File: src/assert_macros.svh
// Assertion macros shared by the keyframe interpolator RTL.
// Depends on nothing; include by bare file name where assertions are written.
`ifndef ASSERT_MACROS_SVH
`define ASSERT_MACROS_SVH

// Check an expression at every clock edge outside reset.
`define KLI_ASSERT(label, clk, rst, expr, msg) \
  label: assert property (@(posedge clk) disable iff (rst) (expr)) else $error(msg);

// Check that an antecedent implies a consequent in the same cycle.
`define KLI_ASSERT_IMP(label, clk, rst, ante, cons, msg) \
  label: assert property (@(posedge clk) disable iff (rst) (ante) |-> (cons)) else $error(msg);

// Check that an antecedent implies a consequent in the next cycle.
`define KLI_ASSERT_NXT(label, clk, rst, ante, cons, msg) \
  label: assert property (@(posedge clk) disable iff (rst) (ante) |=> (cons)) else $error(msg);

`endif

File: src/kli_ram.sv
// Generic single-write, single-read RAM with a registered read port.
// Depends on nothing.
module kli_ram #(
  parameter int  WIDTH = 32,
  parameter int  DEPTH = 64,
  localparam int AW    = $clog2(DEPTH)
) (
  input  logic             clk,
  input  logic             wr_en,
  input  logic [AW-1:0]    wr_addr,
  input  logic [WIDTH-1:0] wr_data,
  input  logic [AW-1:0]    rd_addr,
  output logic [WIDTH-1:0] rd_data
);

  logic [WIDTH-1:0] mem [DEPTH];

  always_ff @(posedge clk) begin
    if (wr_en) begin
      mem[wr_addr] <= wr_data;
    end
    rd_data <= mem[rd_addr];
  end

endmodule
File: config.mk
export PLATFORM = sky130hd
export DESIGN_NAME = kli_ram
export DESIGN_NICKNAME = d
export VERILOG_FILES = /design/src/assert_macros.svh /design/src/kli_ram.sv
export SDC_FILE = /design/constraint.sdc
export NUM_CORES = 2
export LEC_CHECK = 0
export ABC_AREA = 0
export BUFFER_PORTS_ARGS = -buffer_cell sky130_fd_sc_hd__clkbuf_2
export CELL_PAD_IN_SITES_DETAIL_PLACEMENT = 0
export CELL_PAD_IN_SITES_GLOBAL_PLACEMENT = 1
export CORE_UTILIZATION = 35
export CTS_CLUSTER_SIZE = 25
export DETAILED_ROUTE_END_ITERATION = 12
export GPL_TIMING_DRIVEN = 0
export PLACE_DENSITY = 0.62
export SYNTH_ARGS = -nofsm -noshare
export SYNTH_HDL_FRONTEND = slang
export SYNTH_SLANG_ARGS = --single-unit
File: constraint.sdc
create_clock -name clk -period 6.49 [get_ports clk]
set_input_delay 0.3245 -clock clk [delete_from_list [all_inputs] [get_ports clk]]
set_output_delay 0.3245 -clock clk [all_outputs]
set_load 0.01 [all_outputs]
==> results by group <==
Outcome
  • Status: finished clean

Clock network
  • Root Driver: clkbuf_16
  • Clock slew at reported path FFs: 0.06 ns
  • Clk buf depth: 3
  • CTS tree: yes
  • H-tree depth: 4
  • # clock sinks: 2080
  • Clock buffer count from CTS: 208
  • Post-CTS Resized: 0
  • Worst skew pair latency: 0.85 ns

Timing
  • Slew headroom: 0.0200
  • Clock skew: 0.0478 ns
  • Min cycle time layout: 4.38 ns
  • Endpoints failing hold: 0
  • Fin. max-slew vios: 0
  • Final worst-path cycle share: 0.675
  • Unrepaired setup endpoints after global routing: no
  • Fmax achieved: 0.228 GHz
  • Worst-Margin Slew: 1.47 ns
  • Final Setup Violations: 0

Pwr
  • PwrDens: 308 mW/mm^2
  • Final Power: 28200 uW
  • Leak: 0.0282 uW
  • Maximum VDD drop: 0.000212 V

Worst setup path
  • Crit-path cells: buf_2 > buf_2 > buf_2 > buf_1 > nand3b_1 > o221ai_1 > a21oi_1 > a21oi_1 > nor2_1
  • CP Data Arrival Time: 5.05 ns
  • Critical path's largest stage delay: 0.88 ns
  • R2r setup slk: 3.60 ns
  • Critical path buffer and inverter count: 4
  • Worst r2r path cells: 4
  • Critical path peak fanout: 10
  • Crit Path Class: input pin to register
  • FF-to-FF Start: mem[3][10]
  • Crit Reg-Reg Endpoint: rd_data[10]
  • Startpoint class of the critical path: input pin
  • Top Family by Delay on Critical Path: buffers and inverters
  • Worst path depth: 9
  • Crit path launch: rd_addr[1]
  • Type of element capturing the critical path: register
  • Top cell by count, worst path: buf_2
  • Setup crit end: rd_data[15]
  • Crit-path slowest cell: buf_1
  • Critical path required time: 7.16 ns

Route
  • WL final: 245000 um
  • Initial DRT Pass Iterations: 5
  • Wire per inst: 35.7 um
  • WL met2: 118000 um
  • Vias per cell: 5.66
  • Highest Signal Layer: met5
  • DRC errors left: 0
  • DRT iter0 DRCs: 5891
  • Post-route ant nets: 0
  • Metal-1 WL: 94800 um
  • Via total after detailed routing: 38.8k
  • Routed length on met3: 23100 um

Layout
  • Area growth from synthesis to layout: 16.8%
  • Fin cells: 6858
  • Share of cells above drive strength 1: 0.297
  • Post-layout net count: 3751
  • Most frequent cells in the layout: edfxtp_1 (2048), mux4_2 (544), clkbuf_16 (213), clkbuf_1 (123), mux2i_1 (93)
  • Commonest non-fill, non-tap cell in the layout: edfxtp_1

Run
  • Max-cap violations: 0

Floorplan
  • Site Rows: 173
  • Starting Density: 0.353
  • Total I/O pin count: 78
  • Die area: 0.226 mm^2
  • Core area: 0.223 mm^2
  • Die height: 476 um
  • Die X: 476 um

Global routing
  • Largest net degree at the start of global routing: 65
  • Vias in the first global route: 38.5k
  • First-pass GRT wire length: 330000 um
  • Grt total ovfl: 0
  • Total GRT Usage: 0.217
  • Antenna violations before repair: 15

Synth
  • Post-synth net total: 3370
  • Netlist area before placement: 0.0785 mm^2
  • Register area share after synthesis: 0.791
  • Yosys reg bits: 2080
  • Synth Instances: 3324
  • Netlist cell types: 34
  • Synth Area per Inst: 23.6 um^2
  • Synth Warn #: 0

Placement
  • Buffers on Ports: 69
  • GPL Wtd Cong: 0.850
  • Post-Place Cells: 6454
  • Dpl hpwl: 158000 um

Worst hold path
  • Min-delay worst type: input pin to register
-- where the power goes --
part	switching (uW)	leakage (uW)	internal, uW
clock network	5170	0.00321	6560
registers	26.6	0.0187	14900
logic	1100	0.00630	521
total	6290	0.0282	22000
-- cell type report --
class	instances	area (um^2)
Timing Repair Buffer	171	2380
Multi-Input combinational cell	1062	16000
Buffer	182	890
Fill cell	19425	131000
Clock inverter	112	1020
Antenna cell	7	17.5
Tap cell	2975	3720
Sequential cell	2080	62100
Clock buffer	269	5590
-- layer usage --
metal | up-vias | track usage
met4 | 2 | 0.0754
li1 | 15065 | -
met1 | 21329 | 0.289
met2 | 2066 | 0.351
met3 | 364 | 0.0467
met5 | - | 0
-- cell families after synthesis --
family                 after synthesis  synth area share
buffers and inverters              182            0.0113
AND/OR/NAND/NOR                    223            0.0127
AO/OA/AOI/OAI                      202            0.0167
multiplexers                       637             0.168
flip-flops                        2080             0.791
-- what timing repair did --
action / in CTS / in global routing
hold buffers: 1 / 5
endpoints found under the hold margin: 16 / 74
setup buffers: 0 / 0
-- sequential cells by signal, summed over array words and instances, names as in the netlist --
signal / count
mem: 2048
rd_data: 32
-- through the flow --
| stage | util | hold WS (ns) | setup WS, ns | instance area (um^2) | TNS (ns) |
|---|---|---|---|---|---|
| CTS | 0.411 | 0.155 | 2.40 | 91500 | 0 |
| floorplan | - | 0.423 | 3.01 | 78500 | 0 |
| global placement | 0.371 | 0.716 | -0.855 | 82600 | -53.46 |
| finish | 0.412 | 0.0616 | 2.11 | 91700 | 0 |
| global route | 0.412 | 0.0491 | 2.35 | 91700 | 0 |
| detailed placement | 0.381 | 0.710 | 1.49 | 84800 | 0 |
-- synth_stat cells (all sizes together) --
cell       n  area, um^2
dfxtp     32         641
o22ai     84         526
and2       2        12.5
nand3b     5        37.5
o221ai    27         236
nand2     26        97.6
nand4      2        12.5
a31oi      1        6.26
buf      108         608
or3        3        18.8
mux4     544       12300
nand3      5        25.0
nor2     137         514
mux2i     93         931
nor3       7        35.0
or3b       5        43.8
nand2b     8        50.1
a22oi     12        90.1
nand4b     1        8.76
o32ai      4        35.0
a21oi     62         310
a311oi     8        70.1
and3       4        25.0
edfxtp  2048       61500
or2        3        18.8
clkbuf    74         278
nor2b     15        93.8
a41o       4        40.0
-- worst min path at each step --
stage | end | cells past startpoint | start
after floorplan | mem[0][0] | 0 | wr_data[0]
after global placement | rd_data[6] | 1 | rd_data[6]
after detailed placement | rd_data[6] | 1 | rd_data[6]
after CTS | mem[48][4] | 2 | wr_addr[2]
after global routing | mem[28][12] | 1 | wr_data[12]
final | mem[28][12] | 1 | wr_data[12]
Power figures use the tool's default switching activity.
